[src/hw/rtl/ffba_pkg.sv]
// Package: types, constants and codes shared by the first-fit allocator files.
`default_nettype none
package ffba_pkg;

   localparam int OFFSET_W = 20;
   localparam int SIZE_W   = 21;
   localparam int STATUS_W = 2;

   localparam int DEF_HEAP_BYTES   = 1048576;
   localparam int DEF_HEADER_BYTES = 32;
   localparam int DEF_MAX_BLOCKS   = 64;

   typedef enum logic {
      CMD_ALLOC = 1'b0,
      CMD_FREE  = 1'b1
   } command_type;

   typedef enum logic [STATUS_W-1:0] {
      STS_OK        = 2'd0,
      STS_NO_SPACE  = 2'd1,
      STS_NOT_FOUND = 2'd2
   } status_type;

   typedef enum logic [2:0] {
      OP_NONE,
      OP_TAKE,
      OP_SPLIT,
      OP_MERGE,
      OP_FREE
   } cell_op_type;

   typedef enum logic [2:0] {
      ST_IDLE,
      ST_FIT1,
      ST_COAL,
      ST_FIT2,
      ST_FIND,
      ST_RESP
   } state_type;

   typedef struct packed {
      logic                used;
      logic                free;
      logic [OFFSET_W-1:0] start;
      logic [OFFSET_W-1:0] len;
   } entry_type;

   typedef struct packed {
      cell_op_type         op;
      logic                restart;
      logic                advance;
      logic [SIZE_W-1:0]   size;
      logic [OFFSET_W-1:0] offset;
   } cell_ctl_type;

   typedef struct packed {
      logic                used;
      logic                fit;
      logic                match;
      logic                mergeable;
      logic                splitable;
      logic [OFFSET_W-1:0] start;
   } cell_stat_type;

endpackage
`default_nettype wire

[src/hw/rtl/ffba_req_if.sv]
// Interface: request channel of the allocator.
`default_nettype none
interface ffba_req_if;
   logic                          valid;
   logic                          ready;
   logic                          command;
   logic [ffba_pkg::SIZE_W-1:0]   request_size;
   logic [ffba_pkg::OFFSET_W-1:0] release_offset;

   modport source (output valid, command, request_size, release_offset, input ready);
   modport sink   (input valid, command, request_size, release_offset, output ready);
endinterface
`default_nettype wire

[src/hw/rtl/ffba_rsp_if.sv]
// Interface: response channel of the allocator.
`default_nettype none
interface ffba_rsp_if;
   logic                          valid;
   logic                          ready;
   logic [ffba_pkg::STATUS_W-1:0] status;
   logic [ffba_pkg::OFFSET_W-1:0] payload_offset;

   modport source (output valid, status, payload_offset, input ready);
   modport sink   (input valid, status, payload_offset, output ready);
endinterface
`default_nettype wire

[src/hw/rtl/ffba_ctrl.sv]
// Module: sequencer that walks the cell row for fit, coalesce and free.
`default_nettype none
module ffba_ctrl (
   input  wire                      clock,
   input  wire                      reset,
   ffba_req_if.sink                 req,
   ffba_rsp_if.source               rsp,
   input  ffba_pkg::cell_stat_type  stat,
   input  wire                      last_tok,
   input  wire                      full,
   output ffba_pkg::cell_ctl_type   ctl
);
   import ffba_pkg::*;

   state_type           state_ff, state_in;
   logic                cmd_ff, cmd_in;
   logic [SIZE_W-1:0]   size_ff, size_in;
   logic [OFFSET_W-1:0] offset_ff, offset_in;
   status_type          status_ff, status_in;
   logic [OFFSET_W-1:0] result_ff, result_in;
   logic                scan_end;
   logic                coal_end;

   assign scan_end = ~stat.used | last_tok;
   assign coal_end = ~stat.used | (~stat.mergeable & last_tok);

   // next state
   always_comb begin
      state_in = state_ff;
      case (state_ff)
         ST_IDLE: begin
            if (req.valid) state_in = (req.command == CMD_FREE) ? ST_FIND : ST_FIT1;
         end
         ST_FIT1: begin
            if (stat.fit) state_in = ST_RESP;
            else if (scan_end) state_in = ST_COAL;
         end
         ST_FIT2: begin
            if (stat.fit || scan_end) state_in = ST_RESP;
         end
         ST_COAL: begin
            if (coal_end) state_in = (cmd_ff == CMD_FREE) ? ST_RESP : ST_FIT2;
         end
         ST_FIND: begin
            if (stat.match) state_in = ST_COAL;
            else if (scan_end) state_in = ST_RESP;
         end
         ST_RESP: begin
            if (rsp.ready) state_in = ST_IDLE;
         end
         default: state_in = ST_IDLE;
      endcase
   end

   // outputs
   always_comb begin
      cmd_in      = cmd_ff;
      size_in     = size_ff;
      offset_in   = offset_ff;
      status_in   = status_ff;
      result_in   = result_ff;
      ctl.op      = OP_NONE;
      ctl.restart = 1'b0;
      ctl.advance = 1'b0;
      ctl.size    = size_ff;
      ctl.offset  = offset_ff;
      req.ready   = 1'b0;
      case (state_ff)
         ST_IDLE: begin
            req.ready   = 1'b1;
            ctl.restart = 1'b1;
            cmd_in      = req.command;
            size_in     = req.request_size;
            offset_in   = req.release_offset;
            status_in   = STS_OK;
            result_in   = '0;
         end
         ST_FIT1, ST_FIT2: begin
            if (stat.fit) begin
               ctl.op    = (stat.splitable && !full) ? OP_SPLIT : OP_TAKE;
               status_in = STS_OK;
               result_in = stat.start;
            end else if (scan_end) begin
               ctl.restart = 1'b1;
               status_in   = STS_NO_SPACE;
               result_in   = '0;
            end else begin
               ctl.advance = 1'b1;
            end
         end
         ST_COAL: begin
            if (coal_end) begin
               ctl.restart = 1'b1;
               status_in   = STS_OK;
            end else if (stat.mergeable) begin
               ctl.op = OP_MERGE;
            end else begin
               ctl.advance = 1'b1;
            end
         end
         ST_FIND: begin
            if (stat.match) begin
               ctl.op      = OP_FREE;
               ctl.restart = 1'b1;
            end else if (scan_end) begin
               status_in = STS_NOT_FOUND;
               result_in = '0;
            end else begin
               ctl.advance = 1'b1;
            end
         end
         default: ctl.op = OP_NONE;
      endcase
   end

   always_ff @(posedge clock) begin
      if (reset) begin
         state_ff <= ST_IDLE;
      end else begin
         state_ff <= state_in;
      end
      cmd_ff    <= cmd_in;
      size_ff   <= size_in;
      offset_ff <= offset_in;
      status_ff <= status_in;
      result_ff <= result_in;
   end

   assign rsp.valid          = (state_ff == ST_RESP);
   assign rsp.status         = status_ff;
   assign rsp.payload_offset = result_ff;

`ifndef SYNTHESIS
   a_fail_zero: assert property (@(posedge clock) disable iff (reset)
      (state_ff == ST_RESP && status_ff != STS_OK) |-> result_ff == '0)
      else $error("failed item carries a nonzero offset");
   a_free_status: assert property (@(posedge clock) disable iff (reset)
      (state_ff == ST_RESP && cmd_ff == CMD_FREE) |-> status_ff != STS_NO_SPACE)
      else $error("free item answered with no-space");
   a_split_room: assert property (@(posedge clock) disable iff (reset)
      ctl.op == OP_SPLIT |-> !full)
      else $error("split issued on a full table");
   a_resp_done: assert property (@(posedge clock) disable iff (reset)
      (state_ff == ST_RESP && rsp.ready) |=> state_ff == ST_IDLE)
      else $error("sequencer did not return to idle after response");
`endif

endmodule
`default_nettype wire
[src/flat_wrapper.sv]
// flat-port wrapper written by rule: the top's interface ports become plain ports
module ffba_ctrl_flat import ffba_pkg::*;
  (clock, reset, stat, last_tok, full, ctl, req_valid, req_command, req_request_size, req_release_offset, req_ready, rsp_valid, rsp_status, rsp_payload_offset, rsp_ready);
  ffba_req_if req_i ();
  ffba_rsp_if rsp_i ();
  input  wire clock;
  input  wire reset;
  input  ffba_pkg::cell_stat_type stat;
  input  wire last_tok;
  input  wire full;
  output ffba_pkg::cell_ctl_type ctl;
  input wire logic [$bits(req_i.valid)-1:0] req_valid;
  input wire logic [$bits(req_i.command)-1:0] req_command;
  input wire logic [$bits(req_i.request_size)-1:0] req_request_size;
  input wire logic [$bits(req_i.release_offset)-1:0] req_release_offset;
  output wire logic [$bits(req_i.ready)-1:0] req_ready;
  output wire logic [$bits(rsp_i.valid)-1:0] rsp_valid;
  output wire logic [$bits(rsp_i.status)-1:0] rsp_status;
  output wire logic [$bits(rsp_i.payload_offset)-1:0] rsp_payload_offset;
  input wire logic [$bits(rsp_i.ready)-1:0] rsp_ready;
  assign req_i.valid = req_valid;
  assign req_i.command = req_command;
  assign req_i.request_size = req_request_size;
  assign req_i.release_offset = req_release_offset;
  assign req_ready = req_i.ready;
  assign rsp_valid = rsp_i.valid;
  assign rsp_status = rsp_i.status;
  assign rsp_payload_offset = rsp_i.payload_offset;
  assign rsp_i.ready = rsp_ready;
  ffba_ctrl u_core (.clock(clock), .reset(reset), .req(req_i), .rsp(rsp_i), .stat(stat), .last_tok(last_tok), .full(full), .ctl(ctl));
endmodule
[config.mk]
export PLATFORM = sky130hd
export DESIGN_NAME = ffba_ctrl_flat
export DESIGN_NICKNAME = d
export VERILOG_FILES = /design/src/hw/rtl/ffba_pkg.sv /design/src/hw/rtl/ffba_req_if.sv /design/src/hw/rtl/ffba_rsp_if.sv /design/src/hw/rtl/ffba_ctrl.sv /design/src/flat_wrapper.sv
export SDC_FILE = /design/constraint.sdc
export NUM_CORES = 1
export LEC_CHECK = 0
export BUFFER_PORTS_ARGS = -buffer_cell sky130_fd_sc_hd__buf_2
export CAP_MARGIN = 20
export CORE_ASPECT_RATIO = 0.7
export CORE_UTILIZATION = 44
export CTS_CLUSTER_DIAMETER = 30
export DETAILED_ROUTE_END_ITERATION = 12
export GPL_TIMING_DRIVEN = 1
export PLACE_DENSITY = 0.8
export SYNTH_ARGS = -nofsm -noshare
export SYNTH_HDL_FRONTEND = slang
export SYNTH_SLANG_ARGS = --single-unit
[constraint.sdc]
create_clock -name clock -period 3.8 [get_ports clock]
set_clock_uncertainty 0.2 [all_clocks]
set_input_delay 0.76 -clock clock [delete_from_list [all_inputs] [get_ports clock]]
set_output_delay 0.76 -clock clock [all_outputs]
set_load 0.005 [all_outputs]
==> impl_metrics.yaml <==
layout:
  drive_above_1_share_pct: 56.33
  fin_util_pct: 65.30
  diodes: 0
  nets: 368
  syn_to_final_growth_pct: 37.98
  nFillCells: 400
cts:
  cts_resized: 0
  cts-root-buf: "clkbuf_8"
  cts_sinks: 67
  h-tree-depth: 3
  clk_pin_slew_ns: 0.07
  numCtsBuffers: 9
  post_cts_buffers: 0
  clk_latency_ns: 0.33
  cts_buffer_depth: 2
  tritoncts: "built"
  cts_hold_buf: 0
worst_setup_path:
  rrSetupSlack_ns: 1.51
  cp.required_ns: 2.84
  reg2reg_depth: 4
  critPathMaxStageDelay_ns: 0.63
  critical_path_buf_inv_count: 2
  r2r-end: "u_core.rsp.status[0]"
  end_kind: "output port"
  path_class: "register to output port"
  cp-start-kind: "register"
  crit_cells: 6
  cp_max_fo: 22
  r2r-start: "u_core.state_ff[2]"
  cp_slowest_cell: "dfxtp_1"
  cp.arrival_ns: 1.93
  crit_family: "flip-flops"
  critPathLaunch: "u_core.state_ff[0]"
  path_cells: "nor2b_1, and2_0, buf_4, o21ai_0, nand2_1, buf_2"
  crit_path_end: "ctl[43]"
timing:
  rsz0062_at_grt: "no"
  period_share_pct: 76.12
  drv_slew: 0
  tns_ns: 0
  whs_ns: 0.3788
  finalHoldViolCount: 0
  final-setup-viol-count: 0
  clock.fmax_ghz: 0.3457
  setup_slack_ns: 0.9073
  timing.final.crit_period_ns: 2.893
  worst_slew_pin_slew_ns: 0.5820
  slew-limit-headroom_pct: 61.20
flow_run:
  drv_cap: 0
pwr:
  finalPower_mw: 2.784
  p_seq_share_pct: 49.6
  clkPwrFrac_pct: 20.8
  switching_share_pct: 31.40
  internal_power_mw: 1.910
  p_leak_nw: 1.595
  switchingPower_mw: 0.8742
  ir_drop_mv: 0.8673
  combPwrFrac_pct: 29.6
  power.density_nw_per_um2: 786.4
synthesis:
  synth_cells: 146
  synth-seq-cells: 67
  synth_area_per_cell_um2: 17.58
  yosys-top-cells-area: "edfxtp_1 (75%), a22o_1 (6.8%), dfxtp_1 (2.3%)"
  yosysSeqAreaShare_pct: 77.23
  yosysWarningCount: 0
  async_flop_share_pct: 0
  synth_ff_type: "edfxtp_1"
  syn_area_um2: 2566
  yosysTopAreaCell: "edfxtp_1"
  synth.net_count: 219
  yosysTopAreaCellShare_pct: 74.89
  synth.distinct_cells: 36
  synth_edf_count: 64
route:
  routed.top_layer: "met4"
  vias: 1913
  firstDrtPassIters: 4
  viasPerCell: 5.142
  drt_iter0_drc: 101
  wl_met3_um: 560
  drc_errors: 0
  ant_nets: 0
  wl_met1_mm: 2.419
  detail_route.wl_per_cell_um: 15.51
  wl_mm: 5.771
  wl_met2_mm: 2.676
global_routing:
  grt_max_degree: 46
  grt_overflow_total: 0
  antenna_found_initial: 0
  grt_pass1_wl_mm: 8.769
  track_usage_pct: 19.88
  grt_pass1_vias: 1731
floorplan:
  dieArea_um2: 6147
  die_width_um: 93.28
  rows: 22
  ios: 143
  die_y_um: 65.90
  core_area_um2: 5423
  start_util_pct: 47.32
placed_design:
  port_buffers: 142
  place_worst_setup_slack_ns: 1.196
  gp_congestion: 0.8950
  hpwlAfterDp_mm: 4.237
run_status:
  status: "completed"
worst_hold_path:
  hold_path_class: "register to register"
-- cell families (layout without fill, tap and decap cells) --
kind of cell           count (synthesis)  after routing  synth area share (%)
AO/OA/AOI/OAI                         39             39                 12.29
buffers and inverters                 15            169                 3.705
flip-flops                            67             67                 77.23
AND/OR/NAND/NOR                       25             25                 6.778
-- flip-flops by register name, summed over array words and instances, names as in the netlist --
name	cells
u_core.state_ff	3
u_core.size_ff	21
u_core.rsp.payload_offset	20
u_core.offset_ff	20
u_core.cmd_ff	1
u_core.rsp.status	2
-- metal layers --
metal | GRT usage [%] | vias to the layer above
li1 | - | 884
met4 | 8.269 | 0
met5 | 0 | -
met2 | 30.06 | 123
met1 | 26.02 | 896
met3 | 7.356 | 10
-- placed cells by master (no fill, tap or decap), drive strengths merged, types with 2 or more instances in the layout --
cell and count:
buf 145, edfxtp 64, a22o 20, inv 10, clkbuf 9, nor2 4, a21oi 4, nand2b 3
nand2 3, o21ai 3, clkinvlp 3, dfxtp 3, nand3 2, a221oi 2, a211oi 2, nor3b 2
nor3 2
-- cells in the mapped netlist, types with 2 or more instances --
| library cell | number |
|---|---|
| o21ai_0 | 3 |
| a21oi_1 | 4 |
| a22o_1 | 20 |
| buf_6 | 5 |
| nand2b_1 | 3 |
| a221oi_1 | 2 |
| edfxtp_1 | 64 |
| nand2_1 | 3 |
| nor2_1 | 4 |
| nand3_1 | 2 |
| dfxtp_1 | 3 |
| inv_1 | 8 |
| a211oi_1 | 2 |
-- stage by stage --
step / area [um^2] / std cells
2_1_floorplan: 2566 / 146
3_3_place_gp: 3327 / 355
3_5_place_dp: 3327 / 355
4_1_cts: 3526 / 371
5_1_grt: 3541 / 372
6_report: 3541 / 372
-- worst min path at each step --
stage                     slack, ns  cells past startpoint                          from                      endpoint
after floorplan                0.36                      1  u_core.rsp.payload_offset[0]  u_core.rsp.payload_offset[0]
after global placement         0.35                      1  u_core.rsp.payload_offset[9]  u_core.rsp.payload_offset[9]
after detailed placement       0.36                      1  u_core.rsp.payload_offset[7]  u_core.rsp.payload_offset[7]
after CTS                      0.37                      1           req_request_size[5]             u_core.size_ff[5]
after global routing           0.37                      1           req_request_size[5]             u_core.size_ff[5]
final                          0.38                      1  u_core.rsp.payload_offset[4]  u_core.rsp.payload_offset[4]
-- power by group through the flow --
stage / clock network (mW) / logic, mW / registers, mW
after floorplan: 0 / 0.383 / 1.41
after global placement: 0 / 0.800 / 1.38
after detailed placement: 0 / 0.811 / 1.40
after CTS: 0.600 / 0.815 / 1.39
after global routing: 0.625 / 0.908 / 1.42
final: 0.579 / 0.824 / 1.38
-- layout make-up --
class / count / area (um^2) / area share (%)
Sequential cell: 67 / 1982 / 55.97
Clock inverter: 7 / 75.07 / 2.120
Tap cell: 72 / 90.09 / 2.544
Inverter: 8 / 30.03 / 0.8481
Timing Repair Buffer: 145 / 740.7 / 20.92
Multi-Input combinational cell: 64 / 499.2 / 14.10
Clock buffer: 9 / 123.9 / 3.498
Note: power is estimated with default switching activity, not from simulation.
