### config.mk
export PLATFORM = sky130hd
export DESIGN_NAME = ffba_cell
export DESIGN_NICKNAME = d
export VERILOG_FILES = /design/src/hw/rtl/ffba_pkg.sv /design/src/hw/rtl/ffba_cell.sv
export SDC_FILE = /design/constraint.sdc
export NUM_CORES = 1
export LEC_CHECK = 0
export BUFFER_PORTS_ARGS = -buffer_cell sky130_fd_sc_hd__buf_4
export CORE_MARGIN = 3
export CORE_UTILIZATION = 59
export CTS_CLUSTER_DIAMETER = 50
export DETAILED_ROUTE_END_ITERATION = 8
export PLACE_DENSITY = 0.88
export SLEW_MARGIN = 25
export SYNTH_ARGS = -nofsm -noshare
export SYNTH_HDL_FRONTEND = slang
export SYNTH_SLANG_ARGS = --single-unit
### constraint.sdc
create_clock -name clock -period 5.5 [get_ports clock]
set_input_delay 0.825 -clock clock [delete_from_list [all_inputs] [get_ports clock]]
set_output_delay 0.825 -clock clock [all_outputs]
set_load 0.01 [all_outputs]
### src/hw/rtl/ffba_pkg.sv
// Package: types, constants and codes shared by the first-fit allocator files.
`default_nettype none
package ffba_pkg;

   localparam int OFFSET_W = 20;
   localparam int SIZE_W   = 21;
   localparam int STATUS_W = 2;

   localparam int DEF_HEAP_BYTES   = 1048576;
   localparam int DEF_HEADER_BYTES = 32;
   localparam int DEF_MAX_BLOCKS   = 64;

   typedef enum logic {
      CMD_ALLOC = 1'b0,
      CMD_FREE  = 1'b1
   } command_type;

   typedef enum logic [STATUS_W-1:0] {
      STS_OK        = 2'd0,
      STS_NO_SPACE  = 2'd1,
      STS_NOT_FOUND = 2'd2
   } status_type;

   typedef enum logic [2:0] {
      OP_NONE,
      OP_TAKE,
      OP_SPLIT,
      OP_MERGE,
      OP_FREE
   } cell_op_type;

   typedef enum logic [2:0] {
      ST_IDLE,
      ST_FIT1,
      ST_COAL,
      ST_FIT2,
      ST_FIND,
      ST_RESP
   } state_type;

   typedef struct packed {
      logic                used;
      logic                free;
      logic [OFFSET_W-1:0] start;
      logic [OFFSET_W-1:0] len;
   } entry_type;

   typedef struct packed {
      cell_op_type         op;
      logic                restart;
      logic                advance;
      logic [SIZE_W-1:0]   size;
      logic [OFFSET_W-1:0] offset;
   } cell_ctl_type;

   typedef struct packed {
      logic                used;
      logic                fit;
      logic                match;
      logic                mergeable;
      logic                splitable;
      logic [OFFSET_W-1:0] start;
   } cell_stat_type;

endpackage
`default_nettype wire

### src/hw/rtl/ffba_cell.sv
// Module: one table cell holding a block entry and its share of the scan pointer.
`default_nettype none
module ffba_cell #(
   parameter bit FIRST        = 1'b0,
   parameter int HEAP_BYTES   = ffba_pkg::DEF_HEAP_BYTES,
   parameter int HEADER_BYTES = ffba_pkg::DEF_HEADER_BYTES
) (
   input  wire                      clock,
   input  wire                      reset,
   input  ffba_pkg::cell_ctl_type   ctl,
   input  ffba_pkg::entry_type      left_ent,
   input  ffba_pkg::entry_type      right_ent,
   input  wire                      pos_left,
   input  wire                      pos_right,
   output ffba_pkg::entry_type      ent_out,
   output logic                     pos_out,
   output ffba_pkg::cell_stat_type  stat_out
);
   import ffba_pkg::*;

   entry_type             ent_ff, ent_in;
   logic                  pos_ff, pos_in;
   logic                  tok, tok_next, above;
   logic [SIZE_W:0]       need;
   cell_stat_type         stat;

   assign tok      = pos_ff & ~pos_right;
   assign tok_next = pos_left & ~pos_ff;
   assign above    = ~pos_ff;
   assign need     = {1'b0, ctl.size} + (SIZE_W+1)'(HEADER_BYTES);

   always_comb begin
      stat.used      = ent_ff.used;
      stat.fit       = ent_ff.used & ent_ff.free & ({1'b0, ent_ff.len} >= ctl.size);
      stat.match     = ent_ff.used & (ent_ff.start == ctl.offset);
      stat.mergeable = ent_ff.used & ent_ff.free & right_ent.used & right_ent.free;
      stat.splitable = {2'b00, ent_ff.len} > need;
      stat.start     = ent_ff.start;
      stat_out       = tok ? stat : '0;
   end

   always_comb begin
      ent_in = ent_ff;
      case (ctl.op)
         OP_TAKE: begin
            if (tok) ent_in.free = 1'b0;
         end
         OP_FREE: begin
            if (tok) ent_in.free = 1'b1;
         end
         OP_SPLIT: begin
            if (tok) begin
               ent_in.len  = ctl.size[OFFSET_W-1:0];
               ent_in.free = 1'b0;
            end else if (tok_next) begin
               ent_in.used  = 1'b1;
               ent_in.free  = 1'b1;
               ent_in.start = left_ent.start + need[OFFSET_W-1:0];
               ent_in.len   = left_ent.len - need[OFFSET_W-1:0];
            end else if (above) begin
               ent_in = left_ent;
            end
         end
         OP_MERGE: begin
            if (tok) begin
               ent_in.len = ent_ff.len + OFFSET_W'(HEADER_BYTES) + right_ent.len;
            end else if (above) begin
               ent_in = right_ent;
            end
         end
         default: ent_in = ent_ff;
      endcase
   end

   always_comb begin
      pos_in = pos_ff;
      if (ctl.restart) pos_in = FIRST;
      else if (ctl.advance) pos_in = pos_left;
   end

   always_ff @(posedge clock) begin
      if (reset) begin
         ent_ff.used  <= FIRST;
         ent_ff.free  <= FIRST;
         ent_ff.start <= OFFSET_W'(HEADER_BYTES);
         ent_ff.len   <= OFFSET_W'(HEAP_BYTES - HEADER_BYTES);
         pos_ff       <= FIRST;
      end else begin
         ent_ff <= ent_in;
         pos_ff <= pos_in;
      end
   end

   assign ent_out = ent_ff;
   assign pos_out = pos_ff;

endmodule
`default_nettype wire

==> flow_results.org, run 1 <==
** CTS
- The number of setup buffers added after CTS is 0.
- CTS saw 43 sinks.
- TritonCTS built the clock tree.
- The H-tree was split into 2 levels.
- After clock tree synthesis, the repair step resized 0 gates.
- Clock-pin slew was measured on the worst setup and hold paths at 0.07 ns.
- The tree is rooted in a clkbuf_16.
- Deepest clock path buffer count :: 2
- The later pin in the worst-skew pair is clocked with a latency of 0.29 ns.
- CTS Hold Bufs :: 0
- Buffers inserted during clock tree synthesis total 5.

** Setup path
- Terminus of the critical flop-to-flop path :: ent_out[16]
- Arrival time reported for the critical path endpoint :: 4.55 ns
- The worst setup path is launched from a primary input.
- Source of the worst register-to-register timing path :: ent_out[2]
- Tracing the worst setup path back leads to its startpoint at ctl[25].
- Required time at the endpoint of the critical path :: 5.71 ns
- The worst setup path is of the primary input to register kind.
- The worst setup path is captured at a register.
- Worst R2R Path Depth :: 12
- In this run the worst path has a maximum fanout of 8.
- The most critical setup path has its endpoint at ent_out[18].
- Setup slack on the worst reg-to-reg path comes out at 1.80 ns.

** Timing
- Period Utilization, post-route :: 0.788
- Final Hold Violating Endpoints :: 0
- RSZ-0062 raised after global routing :: false
- Fmax :: 231 MHz
- Worst setup skew after layout :: 0.0146 ns
- The routed design could run at a clock period as short as 4.33 ns.
- Setup_tns :: 0 ns
- Hold is met by 0.500 ns.
- Measured against its own limit, the worst slew margin works out to 0.422.
- Slew Viols, Final :: 0
- Final critical-path setup slack :: 1.17 ns
- Final setup violating endpoints :: 0
- Slew of the pin with the lowest slew margin :: 0.845 ns

** Yosys
- Sorting the synthesized cells by area gives the leading types as ha_1 (18%), dfxtp_1 (12%), xnor2_1 (6.5%), a21oi_1 (5.1%), o21ai_0 (4.7%).
- After synthesis, the share of flip-flops with an asynchronous set or reset is 0.
- When the netlist entered floorplanning its net count stood at 1204.
- In this run the cell area of the synthesized design comes to 7120 um^2.
- Multiplexer fraction of the synthesized cell area :: 0.0313
- The share of the synthesized area in compound gates (AO/OA/AOI/OAI) was 0.282.
- Of the total synthesized cell area, the portion taken by AND, OR, NAND and NOR gates is 0.218.
- Proportion of synthesized chip area in sequential cells :: 0.121
- Of all cell types, the one taking the most synthesized area is ha_1.
- Counting flops with a built-in enable in the synthesized netlist gives 0.
- Of the total synthesized cell area, the portion taken by full adders, half adders and majority gates is 0.192.
- Synth Area per Inst :: 7.38 um^2
- Of the total synthesized cell area, the portion taken by XOR and XNOR cells is 0.101.
- Of the post-synthesis cell area, the dominant cell type holds 0.179.
- Synthesis handed over a netlist of 965 instances.
- By instance count, the leading cell after synthesis is ha_1.
- Most common library cells after synthesis :: ha_1 (102), nand2_1 (88), a21oi_1 (72), nor2_1 (68), o21ai_0 (67)
- The Yosys step of the flow raised 0 warnings.
- #FFs+latches synth :: 43
- Number of distinct standard cells referenced by the synthesized netlist :: 71
- Main combinational cell family by area after synthesis :: compound AO/OA/AOI/OAI gates
- Most common flop cell mapped by yosys :: dfxtp_1

** Routing
- The count of nets left with antenna violations once routing finished came out at 0.
- For this block, the routed nets add up to 25.2 mm of wire.
- Detailed routing inserted a total of 8212 vias.
- The detailed router finished its first iteration with 891 violations.
- Mean routed wirelength per cell :: 19.6 um
- The first TritonRoute pass finished after 6 iterations.
- Remaining DRCs :: 0
- In the routed layout, each cell is associated on average with a via count of 6.40.

** Cells and area
- The number of antenna diodes in the final layout is 0.
- The area growth from synthesis to layout is 24.3%.
- Layout Cell Area excl Fill :: 8850 um^2
- Of the cells placed in the final design, the portion with a size suffix greater than 1 is 0.211.
- For this run, the number of standard cells in the final layout without fillers is 1283.
- At the end of the flow, the number of nets in the layout was 1378.
- Seq. cell area :: 861 um^2
- The filler cells instantiated in the layout total 964.
- Final core occ :: 0.762
- The multi-input combinational cells in the finished layout cover a total of 5870 um^2.

** Place
- Total half-perimeter wirelength after legalization and detailed placement :: 20.1 mm
- Number of input and output port buffers inserted :: 201
- Total placed cells including tap cells :: 1275
- Post-placement cell area :: 8710 um^2
- Routability-driven placement finished with a final weighted congestion of 1.06.
- OpenSTA, run right after detailed placement, puts the worst setup slack at 0.890 ns.

** Floorplanning
- Die X :: 116 um
- Area of the core :: 11600 um^2
- 202 I/O pins were placed.
- Height of the die :: 116 um
- Num rows :: 39
- For this configuration, the core starts out at a cell density of 0.613.
- Total die area :: 13400 um^2

** Global route
- Overall fraction of global-route tracks in use :: 0.360
- Global routing finished with a remaining overflow of 0.
- Wire length of the first global-routing pass :: 38.7 mm
- Antenna violations before repair :: 0
- The number of global-route vias before repair came to 7642.
- Pin count of the biggest net entering global routing :: 37

** Power and ir drop
- Power Total :: 1.49 mW
- In this run the power density over the cells is 168 nW/um^2.
- Worst voltage drop across the vdd grid :: 0.114 mV
- For this design the static power due to leakage is 4.12 nW.

** Job
- Max-cap violations in this run came to 0.

** Worst hold path
- Worst min path class :: register to register

** Run status
- The run finished with clean final reports.
-- cells by family after synthesis --
family                   Yosys count
adder cells (fa/ha/maj)          108
buffers and inverters            104
AND/OR/NAND/NOR                  313
XOR/XNOR                          81
multiplexers                      17
flip-flops                        43
AO/OA/AOI/OAI                    299
-- cell type report --
| type | count | share of cell area |
|---|---|---|
| Sequential cell | 43 | 0.0972 |
| Timing Repair Buffer | 209 | 0.177 |
| Clock buffer | 5 | 0.0141 |
| Clock inverter | 3 | 0.00170 |
| Inverter | 62 | 0.0263 |
| Tap cell | 143 | 0.0202 |
| Multi-Input combinational cell | 818 | 0.663 |
-- worst max-delay path, stage by stage --
cell and delay [ns]:
buf_4 0.16, ha_1 0.24, xor2_1 0.20, inv_1 0.11, ha_1 0.35, a2111o_1 0.44, o2111ai_1 0.40, a311oi_2 0.23
o32ai_2 0.47, nor4_2 0.10, o41ai_2 0.39, mux2i_1 0.12, o31a_1 0.30, o31ai_1 0.22
-- where the power goes --
| group | internal, mW | total, mW | switching (mW) |
|---|---|---|---|
| Clock | 0.166 | 0.296 | 0.130 |
| Combinational | 0.379 | 0.827 | 0.449 |
| Sequential | 0.334 | 0.368 | 0.0340 |
| Total | 0.878 | 1.49 | 0.613 |
-- sequential cells by signal, summed over array words and instances, names as in the netlist --
signal / cells
ent_out: 42
pos_out: 1
-- layer usage --
metal / GRT usage / wire, um / up-vias
li1: - / - / 3928
met4: 0.111 / 697 / 0
met5: 0 / 0 / -
met2: 0.616 / 11800 / 481
met3: 0.0601 / 2760 / 70
met1: 0.464 / 9990 / 3733
-- worst min path at each step --
stage,from,to,slack [ns],depth (start not counted)
final,ent_out[26],ent_out[26],0.50,2
after global routing,ent_out[24],ent_out[24],0.52,2
after CTS,ent_out[26],ent_out[26],0.50,2
after detailed placement,ent_out[26],ent_out[26],0.49,2
after global placement,ent_out[26],ent_out[26],0.49,2
after floorplan,ent_out[22],ent_out[22],0.51,2
-- cells in the final DEF (no fill, tap or decap), drive strengths merged, types with 11 or more instances in the layout --
| cell | instances |
|---|---|
| buf | 209 |
| ha | 102 |
| nand2 | 88 |
| a21oi | 72 |
| nor2 | 68 |
| o21ai | 67 |
| inv | 61 |
| xnor2 | 54 |
| dfxtp | 43 |
| and2 | 27 |
| xor2 | 27 |
| nor3 | 26 |
| nand3 | 24 |
| a21o | 21 |
| or3 | 18 |
| a211oi | 16 |
| nand4 | 15 |
| o211ai | 15 |
| mux2i | 11 |
| o221ai | 11 |
Note: power is estimated with default switching activity, not from simulation.
==> run 2, diff against run 1 <==
CORE_UTILIZATION = 49   (was 59)
PLACE_DENSITY = 0.78   (was 0.88)
clock period = 3.8 ns   (was 5.5 ns; I/O delays follow)
==> flow_results.org, run 2 (synthesis results as in run 1) <==
** Timing
- Setup violations remaining at the end of the flow were counted as 0.
- Slew of the pin with the lowest slew margin :: 0.694 ns
- RSZ-0062 raised after global routing :: true
- Slew Viols, Final :: 0
- Normalized max-slew margin :: 0.534
- Period Utilization, post-route :: 0.969
- Worst setup skew after layout :: 0.00401 ns
- Fmax :: 272 MHz
- After layout, the minimum clock period comes to 3.68 ns.
- Final Hold Violating Endpoints :: 0

** Routing
- In the routed design, unresolved DRC markers number 0.
- Iter 0 DRT Violations :: 702
- Total iterations of the first detailed-routing run :: 5
- Vias after detailed routing :: 8353
- Wirelength, routed :: 26.6 mm
- Mean routed wirelength per cell :: 19.2 um
- Once detail routing completed, the nets flagged for antenna violations numbered 0.
- Dividing the detail-routed via count by the number of cells gives 6.04.

** Floorplanning
- Die X :: 127 um
- Area of the core :: 14000 um^2
- The floorplan step set the die height to 127 um.
- Num rows :: 43
- Top Ports :: 202
- The die covers 16000 um^2.
- The initial utilization of the core area, before any placement, comes to 0.507.

** Setup path
- Arrival time reported for the critical path endpoint :: 3.11 ns
- Measured in cells, the most critical reg-to-reg path has a length of 13.
- STA puts the critical path data required time at 3.23 ns.
- Following the worst setup path forward leads to its endpoint at stat_out[20].
- Slack of the worst reg-to-reg path :: 0.23 ns
- Tracing the worst setup path back leads to its startpoint at ctl[26].
- Worst Setup End Kind :: output pin
- Crit-path max FO :: 5
- Source of the worst register-to-register timing path :: ent_out[2]
- The endpoint identified for the worst register-to-register timing path is ent_out[16].
- STA classifies the critical path startpoint as a primary input.
- Type of the worst setup path :: primary input to output pin

** Global route
- Overall fraction of global-route tracks in use :: 0.314
- Entering global routing, the biggest net connects 44 pins.
- Antenna violations before repair :: 0
- Global route overflow :: 0
- Number of global-route vias before repair :: 7930
- Wire length of the first global-routing pass :: 40.7 mm

** Power and ir drop
- Worst voltage drop across the vdd grid :: 0.155 mV
- Dividing total power by cell area gives a power density of 240 nW/um^2.
- The analysis attributes to cell leakage a power of 4.46 nW.

** CTS
- CTS built an H-tree with a depth of 2.
- Counting along the longest clock path gives a buffer depth of 2.
- TritonCTS built the clock tree.
- The tree is rooted in a clkbuf_16.
- CTS Hold Bufs :: 0
- Number of CTS-inserted buffers :: 5
- Count of clock tree sinks :: 43
- Clk slew on worst S/H paths :: 0.07 ns
- The later pin in the worst-skew pair is clocked with a latency of 0.29 ns.

** Run status
- The flow ran to the end, and the final reports show no timing, DRC or antenna violations.

** Cells and area
- Fillers :: 1263
- Layout Cell Area excl Fill :: 9540 um^2
- The number of antenna diodes in the final layout is 0.
- Area growth, synth to finish :: 34.0%
- In the layout the commonest cells are buf_4 (270), ha_1 (98), nand2_1 (87).
- In the final layout, the share of cells above drive strength 1 is 0.272.
- Most common cell after layout, fill and taps aside :: buf_4
- Layout Cells excl Fill :: 1382
- The register with the most flip-flops in the layout has 42 of them.
- Total Nets Final :: 1440

** Place
- The number of placed instances, taps included, is 1372.
- Input and output buffers added on the ports amount to 201.
- Final weighted congestion of routability-driven global placement :: 0.949
- Total half-perimeter wirelength after legalization and detailed placement :: 21.3 mm
- Post-placement cell area :: 9210 um^2

** Job
- Max capacitance violation total :: 0

** Worst hold path
- Worst min path class :: primary input to register
run 2: cell count changes in the layout (fill, tap and decap cells not counted), sizes merged:
cell,delta
clkbuf,+1
buf,+62
clkinv,-2
clkinvlp,+1
run 2: layout make-up:
cell class                 count  area [um^2]  area share
multi-input combinational    818         6040       0.633
sequential                    43          861      0.0902
timing repair buffer         271         2040       0.214
tap                          180          225      0.0236
inverter                      62          233      0.0244
clock buffer                   6          129      0.0135
clock inverter                 2         12.5     0.00131
run 2: per-stage QoR:
| stage | TNS [ns] | hold WS (ns) | utilization | worst slack (ns) | power, mW |
|---|---|---|---|---|---|
| floorplan | 0 | 0.507 | - | 0.0255 | 1.32 |
| global placement | -0.759 | 0.481 | 0.656 | -0.210 | 1.78 |
| detailed placement | -1.26 | 0.498 | 0.656 | -0.294 | 1.80 |
| CTS | 0 | 0.427 | 0.666 | 0.0125 | 2.24 |
| global route | -0.0332 | 0.433 | 0.680 | -0.0294 | 2.45 |
| finish | 0 | 0.431 | 0.680 | 0.118 | 2.29 |
run 2: how the worst min path moves through the flow:
| stage | startpoint | endpoint | slack (ns) | depth (start not counted) |
|---|---|---|---|---|
| 2_1_floorplan | ent_out[22] | ent_out[22] | 0.51 | 2 |
| 3_3_place_gp | ent_out[24] | ent_out[24] | 0.48 | 2 |
| 3_5_place_dp | ent_out[0] | ent_out[0] | 0.50 | 2 |
| 4_1_cts | ctl[42] | pos_out | 0.43 | 2 |
| 5_1_grt | ctl[42] | pos_out | 0.43 | 2 |
| 6_report | ctl[42] | pos_out | 0.43 | 2 |
run 2: timing repair:
action | CTS | global route
setup buffers | 0 | 2
resized for setup | 2 | 34
endpoints found under the setup margin | 1 | 8
pin swaps | 0 | 13
run 2: report_power, final:
part	switching, mW	internal [mW]
Clock	0.194	0.243
Sequential	0.0485	0.483
Combinational	0.689	0.633
Total	0.932	1.36
run 2: worst max-delay path: stages:
cell and delay (ns):
buf_4 0.12, buf_4 0.15, and2_1 0.16, buf_4 0.15, a21o_1 0.18, nand2_1 0.09, inv_1 0.06, ha_1 0.30
and3_1 0.15, nand3_1 0.11, o21bai_1 0.20, a221oi_1 0.33, nor3_1 0.10, o21ai_1 0.13, o311a_1 0.20, buf_4 0.13
run 2: layer usage:
layer	GRT usage	up-vias	part of all wire
li1	-	4039	-
met1	0.408	3871	0.42
met2	0.533	401	0.47
met3	0.0573	42	0.089
met4	0.0877	0	0.025
met5	0	-	0
